## config.mk

```make
export PLATFORM = sky130hd
export DESIGN_NAME = lpti_lane
export DESIGN_NICKNAME = d
export VERILOG_FILES = /design/src/rtl/core/lpti_pkg.sv /design/src/rtl/core/lpti_lane.sv
export SDC_FILE = /design/constraint.sdc
export NUM_CORES = 2
export LEC_CHECK = 0
export ABC_AREA = 1
export BUFFER_PORTS_ARGS = -buffer_cell sky130_fd_sc_hd__buf_2
export CAP_MARGIN = 40
export CORE_MARGIN = 4
export CORE_UTILIZATION = 40
export DETAILED_ROUTE_END_ITERATION = 12
export PLACE_DENSITY = 0.62
export SLEW_MARGIN = 20
export SYNTH_ARGS = -nofsm -noshare
export SYNTH_HDL_FRONTEND = slang
export SYNTH_SLANG_ARGS = --single-unit
```

## constraint.sdc

```tcl
create_clock -name i_clk -period 8.9 [get_ports i_clk]
set_input_delay 0.89 -clock i_clk [delete_from_list [all_inputs] [get_ports i_clk]]
set_output_delay 0.89 -clock i_clk [all_outputs]
set_load 0.01 [all_outputs]
```

## src/rtl/core/lpti_pkg.sv

```systemverilog
// ----------------------------------------------------------------------------
// Pose interpolator package
// Shared widths, constants and payload types of the pose interpolator.
// ----------------------------------------------------------------------------
package lpti_pkg;

    localparam int TIME_W  = 48;
    localparam int VALUE_W = 32;
    localparam int TOL_W   = 20;
    localparam int NUM_VALUES = 10;
    localparam logic [TOL_W-1:0] TOL_RESET = 20'd10000;

    localparam logic KIND_PUSH  = 1'b0;
    localparam logic KIND_QUERY = 1'b1;

    typedef logic signed [VALUE_W-1:0] t_value;
    typedef t_value [NUM_VALUES-1:0] t_values;

    typedef struct packed {
        logic               kind;
        logic [TIME_W-1:0]  time_us;
        t_values            vals;
    } t_in_item;

    typedef struct packed {
        logic               found;
        logic [TIME_W-1:0]  pose_time_us;
        t_values            vals;
    } t_out_item;

    // Lane control issued by the sequencer.
    typedef struct packed {
        logic start;
        logic load;
    } t_lane_ctrl;

endpackage

```

## src/rtl/core/lpti_lane.sv

```systemverilog
// ----------------------------------------------------------------------------
// Pose interpolator lane
// Interpolates one value: prev + ratio * (later - prev), truncated to zero.
// ----------------------------------------------------------------------------
module lpti_lane #(
    parameter int RATIO_BITS = 16
) (
    input  logic                 i_clk,
    input  lpti_pkg::t_lane_ctrl i_ctrl,
    input  lpti_pkg::t_value     i_prev,
    input  lpti_pkg::t_value     i_later,
    input  logic [RATIO_BITS:0]  i_ratio,
    output lpti_pkg::t_value     o_result
);
    localparam int VW = lpti_pkg::VALUE_W;

    logic [VW:0]              r_mag;
    logic                     r_neg;
    logic signed [VW:0]       r_prev;
    logic [VW+RATIO_BITS:0]   r_prod;
    logic signed [VW:0]       n_diff;
    logic signed [VW+1:0]     n_res;
    logic [VW:0]              n_step;
    logic [VW+RATIO_BITS:0]   n_prod;

    assign n_diff = {i_later[VW-1], i_later} - {i_prev[VW-1], i_prev};
    assign n_prod = r_mag * i_ratio;
    assign n_step = r_prod[VW+RATIO_BITS -: VW+1];
    assign n_res  = r_neg ? {r_prev[VW], r_prev} - {1'b0, n_step}
                          : {r_prev[VW], r_prev} + {1'b0, n_step};

    always_ff @(posedge i_clk) begin
        if (i_ctrl.load) begin
            r_neg  <= n_diff[VW];
            r_mag  <= n_diff[VW] ? (VW+1)'(-n_diff) : n_diff;
            r_prev <= {i_prev[VW-1], i_prev};
        end
        if (i_ctrl.start) begin
            r_prod <= n_prod;
        end
    end

    assign o_result = n_res[VW-1:0];
endmodule

```

### Word level (Yosys, flattened, before mapping)

Index checks and enable logic that the tools add are counted.

* register bits: 114
* bits of input ports: 84
* output and inout port bits: 32
* word-level logic and storage cells: 12

* add/subtract/negate cells: 4
* multipliers: 1
* mux-type cells: 2

Operators by type and width (count)
* 32-bit 2-to-1 mux: 2
* 33-bit by 17-bit multiplier with 48-bit output: 1
* 33-bit negation: 1
* 32-bit by 32-bit subtractor with 33-bit output: 1
* 32-bit adder: 1
* 32-bit subtractor: 1

### Logic depth before layout (Yosys ltp)

* depth after elaboration: 3
* depth in mapped cells: 29
* gate-level depth less buffers: 27

### Worst setup path after synthesis

No wires, ideal clock.

* path kind: input port to flip-flop
* from: input port i_ratio[2]
* to: register r_prod[45], data pin
* library setup time: 252 ps
* arrival time: 5861 ps
* required time: 8648 ps
* setup slack: 2786 ps
* cell stages on the path: 23
* path buffers: 2
* cells stage by stage: clkbuf_1 clkbuf_1 nand2_1 fa_1 inv_1 fa_1 inv_1 fa_1 inv_1 fa_1 fa_1 inv_1 fa_1 inv_1 ha_1 a21oi_1 o21ai_0 a21oi_1 nor2_1 a211oi_1 nand2_1 nand2_1 nand2_1

* cells in the longest elaborated chain, start to end: 1

RTL lines
* from (decl): RTL line lpti_lane.sv:12 `input logic [RATIO_BITS:0] i_ratio,`
* 33-bit by 17-bit multiplier with 48-bit output: RTL line lpti_lane.sv:27 `assign n_prod = r_mag * i_ratio;`
* net n_prod[45]: RTL line lpti_lane.sv:24 `logic [VW+RATIO_BITS:0] n_prod;`
* to (signal assigned): RTL line lpti_lane.sv:39 `r_prod <= n_prod;`
* to (decl): RTL line lpti_lane.sv:20 `logic [VW+RATIO_BITS:0] r_prod;`

The timed path passes the listed nets, and every way through them passes these cells.
A chain may end at the register's enable or synchronous reset.

### Worst setup path after layout

* from: input port i_ratio[3]
* to: register r_prod[35], data pin

Same word-level chain as after synthesis.

==> reports/qor.txt <==
Hold Violations, Final - 0
Synth cell types - 47
slew margin rel. - 40.2%
number of top-level pins - 116
CTS sink count - 98
CP delay by family, top - adder cells
grt ovf - 0
fmax - 152 MHz
post-synthesis sequential element count - 98
endpoints failing setup - 0
initial antenna violation count - 2
Vias/cell - 4.85
Final Util - 43.3%
DR vias - 22000
post-cts hold buffer count - 0
floorplan die height - 267 um
core area - 66100 sq um
share of cells above drive strength 1 - 5.63%
Cells after DPL - 4518
critical path's most frequent cell - fa_1
status - finished clean
DP Wirelength - 61400 um
Most used DFF post-synth - edfxtp_1
arrival time at the worst endpoint - 6.72 ns
period utilisation layout - 74.1%
Post-CTS Repair Setup Buffers - 0
crit path kind - in2reg
initial core utilization - 40.5%
commonest non-fill, non-tap cell in the layout - nand2_1
FFs w/ async S/R, synth - 0%
Net count, final - 4393
Initial DRC Count - 1542
first-pass GRT wire length - 120000 um
Pins Over Slew Limit - 0
warnings from Yosys - 0
Die W - 267 um
syn nets - 4372
htree depth - 3
clock-pin slew on the worst setup and hold paths - 0.08 ns
largest net degree at the start of global routing - 38
Avg Inst Size Synth - 7.34 sq um
CTS buffer count - 9
slowest CP cell - buf_2
setup TNS - 0 ns
RSZ-0062 raised after global routing - false
highest-count cells in the layout ignoring fill and taps - nand2_1, inv_1, fa_1
vias in the first global route - 22500
Synth Instances - 3649
Synth-to-Final Area Change - 6.88%
Worst-Skew Late Latency - 0.37 ns
Antenna Violating Nets Remaining - 0
Routed WL - 74000 um
Cell Chain, Critical Path - buf_2, nand2_1, fa_1, fa_1, fa_1, inv_1, fa_1, fa_1, inv_1, fa_1, inv_1, ha_1, a21oi_1, o21a_1, a21boi_0, o21bai_1, a21oi_1, nor2_1, nor2_1, xnor2_1
CTS tree - built
TritonRoute pass-1 iters - 5
fillcell total - 6835
worst hold path type - in2reg
Seq/Total Area, Yosys - 11.0%
Worst Path Buf+Inv - 4
total global-route track usage - 21.4%
WP data required - 9.02 ns
CTS resizes - 0
post-route minimum period - 6.60 ns
Post-synth EDFFs - 98
area of the die - 71100 sq um
crit-path max cell delay - 0.66 ns
Final Wtd Congestion - 0.936
Worst Setup End Kind - register
port bufs - 115
clock skew - 0.0107 ns
maxcap violations - 0
critical path startpoint category - input port
drt wl/cell - 16.3 um
CP max FO - 33
Post-Layout Cell Count - 4540
synthesized area - 26800 sq um
Clock Tree Root - clkbuf_16
Worst Max-Slew Pin Slew - 0.897 ns
row cnt - 94
DRC viols - 0
Clock Path Buffers - 2
-- final cells by class --
type	instances	area (sq um)	area share, %
inverters	996	3740	13.1
repair buffers	145	981	3.43
multi-input cells	2420	19600	68.4
well taps	864	1080	3.78
flip-flops and latches	98	2940	10.3
diodes	1	2.50	0.00875
clock buffers	9	225	0.787
clock inverters	7	66.3	0.232
-- synth_stat cells, types with 2 or more instances --
| cell type | n | area, sq um |
|---|---|---|
| a211oi_1 | 2 | 15.0 |
| a21boi_0 | 7 | 52.6 |
| a21o_1 | 6 | 45.0 |
| a21oi_1 | 111 | 556 |
| a221oi_1 | 5 | 43.8 |
| a31oi_1 | 8 | 50.1 |
| and2_1 | 2 | 12.5 |
| and3_1 | 3 | 18.8 |
| buf_2 | 2 | 10.0 |
| clkbuf_1 | 132 | 495 |
| edfxtp_1 | 98 | 2940 |
| fa_1 | 463 | 9270 |
| ha_1 | 176 | 2200 |
| inv_1 | 991 | 3720 |
| inv_2 | 3 | 11.3 |
| nand2_1 | 1052 | 3950 |
| nand2_2 | 20 | 125 |
| nand3_1 | 75 | 375 |
| nand3_2 | 3 | 30.0 |
| nand3b_1 | 7 | 52.6 |
| nand4_1 | 25 | 156 |
| nor2_1 | 187 | 702 |
| nor2_2 | 10 | 62.6 |
| nor2_4 | 3 | 33.8 |
| nor3_1 | 22 | 110 |
| nor4_1 | 4 | 25.0 |
| o21a_1 | 14 | 105 |
| o21ai_0 | 74 | 370 |
| o21bai_1 | 10 | 75.1 |
| o311ai_0 | 3 | 26.3 |
| o31ai_1 | 3 | 22.5 |
| or2_2 | 3 | 18.8 |
| xnor2_1 | 35 | 307 |
| xor2_1 | 77 | 674 |
-- cell families after synthesis --
| logic type | after synthesis | synth area share, % |
|---|---|---|
| simple gates | 1417 | 21.2 |
| buf+inv | 1131 | 15.9 |
| fa+ha+maj | 639 | 42.8 |
| compound gates | 251 | 5.32 |
| xor+xnor | 113 | 3.72 |
| flops | 98 | 11.0 |
-- worst paths after layout --
path / slack, ns / from / cells past startpoint / to
worst min-delay path: 0.71 / i_prev[15] / 1 / r_prev[15]$_DFFE_PP_
worst min register to register: 1.35 / r_mag[32]$_SDFFCE_PP0P_ / 8 / r_prod[47]$_DFFE_PP_
worst max register to register: 2.61 / r_mag[10]$_DFFE_PP_ / 20 / r_prod[35]$_DFFE_PP_
worst max-delay path: 2.30 / i_ratio[3] / 20 / r_prod[35]$_DFFE_PP_
-- routing by layer --
metal / vias to the layer above / GRT usage [%] / part of all wire, %
li1: 10600 / - / -
met1: 10700 / 28.5 / 43
met2: 532 / 37.4 / 49
met3: 120 / 2.50 / 4.8
met4: 2 / 5.28 / 2.8
met5: - / 0 / 0.016
-- through the flow --
stage	hold slack [ns]	area [sq um]	setup WS [ns]
finish	0.713	28600	2.30
global route	0.704	28600	2.03
floorplan	0.989	26800	2.79
CTS	0.699	28500	2.40
detailed placement	1.08	28200	2.00
global placement	1.08	28000	1.99
-- flip-flops by register name, indices dropped and copies added, names as in the netlist --
register and count:
r_prod 32, r_mag 33, r_prev 32, r_neg 1
Power is not shown: default switching activity piles up to over one toggle a cycle in this logic, so the estimate is an artifact.
